==> src/glzw_pkg.sv <==
// ----------------------------------------------------------------------------
// glzw_pkg
// shared types and constants of the gif lzw encoder
// ----------------------------------------------------------------------------
package glzw_pkg;

    localparam int MaxWidth   = 12;
    localparam int DictAbits  = 13;
    localparam int KeyW       = 20;
    localparam int TagW       = 4;
    localparam int HashW      = 29;

    // golden ratio multiplier, only the low bits up to the slot field matter
    localparam logic [HashW-1:0] HashMult = 29'h1E3779B1;
    localparam logic [12:0]      CodeLimit = 13'd4096;
    localparam logic [TagW-1:0]  TagMax    = 4'd15;
    localparam logic [TagW-1:0]  TagFirst  = 4'd1;

    typedef struct packed {
        logic [TagW-1:0]     tag;
        logic [KeyW-1:0]     key;
        logic [MaxWidth-1:0] code;
    } dict_entry_t;

    typedef struct packed {
        logic                valid;
        logic [MaxWidth-1:0] code;
        logic [3:0]          width;
        logic                fin;
    } code_req_t;

endpackage

==> src/glzw_packer.sv <==
// ----------------------------------------------------------------------------
// glzw_packer
// packs codes lsb first into bytes and drives the output channel
// ----------------------------------------------------------------------------
module glzw_packer (
    input  logic                  clk,
    input  logic                  rst_n,
    input  glzw_pkg::code_req_t   req,
    output logic                  req_ready,
    output logic                  out_valid,
    input  logic                  out_stall,
    output logic [7:0]            code_byte,
    output logic                  end_of_stream
);

    logic [23:0] buf_reg;
    logic [4:0]  cnt_reg;
    logic        fin_reg;
    logic [7:0]  byte_reg;
    logic        eos_reg;
    logic        ov_reg;

    logic        out_free;
    logic        drain;
    logic [11:0] masked;

    assign out_free  = !ov_reg || !out_stall;
    assign req_ready = (cnt_reg < 5'd8) && !fin_reg;
    assign drain     = out_free && ((cnt_reg >= 5'd8) || (fin_reg && (cnt_reg != 5'd0)));
    assign masked    = req.code & ~(12'hFFF << req.width);

    always_ff @(posedge clk or negedge rst_n)
    begin
        if (!rst_n)
        begin
            buf_reg <= '0;
            cnt_reg <= '0;
            fin_reg <= 1'b0;
            ov_reg  <= 1'b0;
        end
        else
        begin
            if (req.valid && req_ready)
            begin
                buf_reg <= buf_reg | (24'(masked) << cnt_reg);
                cnt_reg <= cnt_reg + 5'(req.width);
                fin_reg <= req.fin;
            end
            else if (drain)
            begin
                buf_reg <= buf_reg >> 8;
                cnt_reg <= (cnt_reg >= 5'd8) ? cnt_reg - 5'd8 : 5'd0;
                if (fin_reg && (cnt_reg <= 5'd8))
                begin
                    fin_reg <= 1'b0;
                end
            end
            if (drain)
            begin
                ov_reg <= 1'b1;
            end
            else if (out_free)
            begin
                ov_reg <= 1'b0;
            end
        end
    end

    always_ff @(posedge clk)
    begin
        if (drain)
        begin
            byte_reg <= buf_reg[7:0];
            eos_reg  <= fin_reg && (cnt_reg <= 5'd8);
        end
    end

    assign out_valid     = ov_reg;
    assign code_byte     = byte_reg;
    assign end_of_stream = eos_reg;

    // at most seven pending bits plus one widest code
    a_cnt_bound: assert property (@(posedge clk) disable iff (!rst_n)
        cnt_reg <= 5'd19)
        else $error("packer bit count overflow");

    // a pending flush always has bits left to send
    a_fin_bits: assert property (@(posedge clk) disable iff (!rst_n)
        fin_reg |-> (cnt_reg != 5'd0))
        else $error("flush pending with empty buffer");

endmodule

==> config.mk <==
export PLATFORM = sky130hd
export DESIGN_NAME = glzw_packer
export DESIGN_NICKNAME = d
export VERILOG_FILES = /design/src/glzw_pkg.sv /design/src/glzw_packer.sv
export SDC_FILE = /design/constraint.sdc
export NUM_CORES = 1
export LEC_CHECK = 0
export BUFFER_PORTS_ARGS = -buffer_cell sky130_fd_sc_hd__buf_2
export CAP_MARGIN = 15
export CORE_MARGIN = 4
export CORE_UTILIZATION = 40
export CTS_CLUSTER_SIZE = 28
export DETAILED_ROUTE_END_ITERATION = 8
export GPL_ROUTABILITY_DRIVEN = 0
export PLACE_DENSITY = 0.65
export SLEW_MARGIN = 20
export SYNTH_ARGS = -nofsm -noshare
export SYNTH_HDL_FRONTEND = slang
export SYNTH_SLANG_ARGS = --single-unit
==> constraint.sdc <==
create_clock -name clk -period 2.3 [get_ports clk]
set_clock_uncertainty 0.05 [all_clocks]
set_input_delay 0.23 -clock clk [delete_from_list [all_inputs] [get_ports clk]]
set_output_delay 0.23 -clock clk [all_outputs]
set_load 0.005 [all_outputs]
==> key figures <==
Synthesis
  – Syn. warnings: 0
  – Ys flop type: dfrtp_1
  – Register area share after synthesis: 0.439
  – Mux cell area share after synthesis: 0.0352
  – Compound-gate portion of the synthesized area: 0.262
  – Post-synth cell types: 63
  – Synth Area in Adders: 0.0294
  – Synthesized instance count: 245
  – Mapped Avg Cell Area: 9.73 sq um
  – Ys async rst share: 0.775
  – Post-synth EDFFs: 9
  – Synth Register Bits: 40
  – Cell area after synthesis: 0.00238 sq mm
  – Xor and xnor area share after synthesis: 0.00735
  – Largest family of logic cells by synthesized area: compound AO/OA/AOI/OAI gates
  – Synth Area in Simple Gates: 0.174
  – Syn_nets: 271

Finish
  – Ant diodes: 0
  – Fillcell total: 540
  – P&R area growth vs syn: 13.5%
  – Post-Layout Cell Count: 347
  – Final net count: 300
  – Register area: 0.00105 sq mm
  – Area of the multi-input gates: 0.00121 sq mm
  – Largest register FFs: 24
  – Layout cells sized above 1: 0.236
  – Most frequent cells in the layout: dfrtp_1 (31), buf_2 (31), nand2_1 (23), nor2_1 (21), a21oi_1 (14)

Routing
  – Final ANT Viol Nets: 0
  – First-pass DRT Iterations: 4
  – DRC violations left: 0
  – Wirelength per Cell: 16.9 um
  – Initial DRC count: 144
  – Via count: 2047
  – WL final: 5860 um
  – Vias per cell: 5.90

Global route
  – Vias in the first global route: 2048
  – GR peak layer: met2
  – Met1 Use GR: 0.223
  – Grt met2 use: 0.285
  – Initial antenna violation count: 0
  – Largest net degree at the start of global routing: 32
  – Total grt overflow: 0
  – Total track usage: 0.167
  – Met3 Use GR: 0.0262
  – First-pass GRT wire length: 9850 um

Clock tree
  – Clk Latency, worst-skew pair: 0.29 ns
  – Setup bufs post-CTS: 0
  – Clock buffer count from CTS: 5
  – Reg clk slew, reported paths: 0.08 ns
  – CTS sink cnt: 40
  – Clk root buf: clkbuf_8
  – Clock buffer depth: 2
  – Htree depth: 2
  – CTS tree: yes

STA
  – Fmax: 505 MHz
  – Unrepaired setup endpoints after global routing: false
  – Worst Max-Slew Pin Slew: 0.722 ns
  – Max Slew Vio Count: 0
  – Final period util: 0.861
  – Minimum clock period: 1.98 ns
  – Final Hold Fails: 0
  – Final setup violation count: 0
  – Setup TNS Final: 0 ns
  – Relative slew slack: 0.519

Critical path
  – End of the worst register-to-register path: buf_reg[2]
  – Worst Setup EP: buf_reg[2]
  – Crit. Startpoint: cnt_reg[0]
  – CP peak stage delay: 0.56 ns
  – Worst Setup Start Kind: flip-flop
  – Worst EP required: 2.46 ns
  – Crit Path Category: reg2reg
  – Reg2Reg Depth: 6
  – CP Max Fanout: 18
  – R2R Setup Slk: 0.32 ns
  – Cells along the critical path: buf_4 > inv_2 > o22ai_1 > mux2i_1 > or3_1 > a21oi_1
  – Critical path capture point type: flip-flop
  – Worst r2r src: cnt_reg[0]
  – Data arrival, critical path: 2.14 ns
  – Slowest stage cell on the critical path: dfrtp_1

Floorplan
  – Die Height: 85.2 um
  – Core area: 0.00564 sq mm
  – I/O Pins: 32
  – Die area: 0.00726 sq mm
  – Die Wd: 85.2 um
  – # rows: 27
  – Initial Util: 0.423

Pwr
  – VDD IR max: 0.625 mV
  – PD cells: 1290 mW/mm^2
  – Leak: 1.15 nW

Job
  – Max Cap Viol: 0

Status
  – Status: completed

Placement
  – Dpl hpwl: 4310 um
  – Placed Cells: 338
  – IO buf count: 31

Hold path
  – Hold WC Path Type: in2reg
[what timing repair did]
action | in CTS | in global routing
hold endpoints to repair | 31 | 0
hold buffers | 1 | 0
setup endpoints to repair | 0 | 0
gates resized for setup | 0 | 0
[synthesized netlist by cell type (3+ instances only)]
master | instances | area share
o22ai_1 | 10 | 0.026
buf_4 | 3 | 0.0094
clkbuf_1 | 4 | 0.0063
mux2_2 | 3 | 0.014
nand2_1 | 23 | 0.036
buf_2 | 9 | 0.019
nor2_1 | 21 | 0.033
and2_1 | 7 | 0.018
edfxtp_1 | 9 | 0.11
a22o_1 | 4 | 0.015
ha_1 | 4 | 0.021
dfrtp_1 | 31 | 0.33
nand3_1 | 6 | 0.013
inv_1 | 3 | 0.0047
o21ai_0 | 10 | 0.021
nand2b_1 | 4 | 0.010
a31oi_1 | 5 | 0.013
o221ai_1 | 3 | 0.011
nor3_1 | 5 | 0.010
mux2i_1 | 5 | 0.021
a21o_1 | 3 | 0.0094
a311oi_1 | 3 | 0.011
a21oi_1 | 14 | 0.029
[where the power goes]
| part | leakage [nW] | internal [mW] | total (mW) | switching [mW] |
|---|---|---|---|---|
| clock network | 0.0541 | 0.321 | 0.562 | 0.241 |
| registers | 0.477 | 1.06 | 1.29 | 0.233 |
| logic | 0.616 | 0.686 | 1.63 | 0.945 |
[worst max-delay path: cells and delay by family, from the launching register on]
family	cells	cell delay, ns
AND/OR/NAND/NOR	1	0.33
multiplexers	1	0.18
AO/OA/AOI/OAI	2	0.41
buffers and inverters	2	0.37
flip-flops	1	0.56
[kinds of logic (layout without fill, tap and decap cells)]
group / count (synthesis) / count (layout)
AOI/OAI and AO/OA: 86 / 86
xor gates and xnor gates: 2 / 2
adders and majority gates: 5 / 5
buffers and inverters: 24 / 54
DFF: 40 / 40
muxes: 8 / 8
and+or+nand+nor: 80 / 80
[per-stage QoR]
| step | utilization | total power [mW] | area [sq um] | hold WS, ns | worst slack (ns) |
|---|---|---|---|---|---|
| final | 0.480 | 3.49 | 2710 | 0.121 | 0.319 |
| after global routing | 0.480 | 3.77 | 2710 | 0.122 | 0.146 |
| after CTS | 0.480 | 3.52 | 2710 | 0.117 | 0.332 |
| after detailed placement | 0.458 | 2.95 | 2580 | 0.280 | 0.350 |
| after global placement | 0.458 | 2.92 | 2580 | 0.272 | 0.399 |
| after floorplan | - | 2.44 | 2380 | -0.116 | 0.636 |
[how the worst min path moves through the flow]
stage | slack (ns) | endpoint | start | depth (start not counted)
final | 0.12 | fin_reg | req[0] | 2
after global routing | 0.12 | fin_reg | req[0] | 2
after CTS | 0.12 | fin_reg | req[0] | 2
after detailed placement | 0.28 | buf_reg[6] | rst_n | 1
after global placement | 0.27 | buf_reg[14] | rst_n | 1
after floorplan | -0.12 | buf_reg[0] | rst_n | 0
[area by class of cell]
class                           count  area share
Sequential cell                    40       0.386
Multi-Input combinational cell    181       0.448
Tap cell                           72      0.0333
Inverter                            6     0.00832
Clock buffer                        5      0.0254
Clock inverter                      3      0.0157
Timing Repair Buffer               40      0.0832
[layer usage]
layer / share of wire / vias up
met1: 0.45 / 1020
met5: 0 / -
met2: 0.50 / 39
met4: 0.0092 / 0
li1: - / 982
met3: 0.036 / 6
Power figures use the tool's default switching activity.
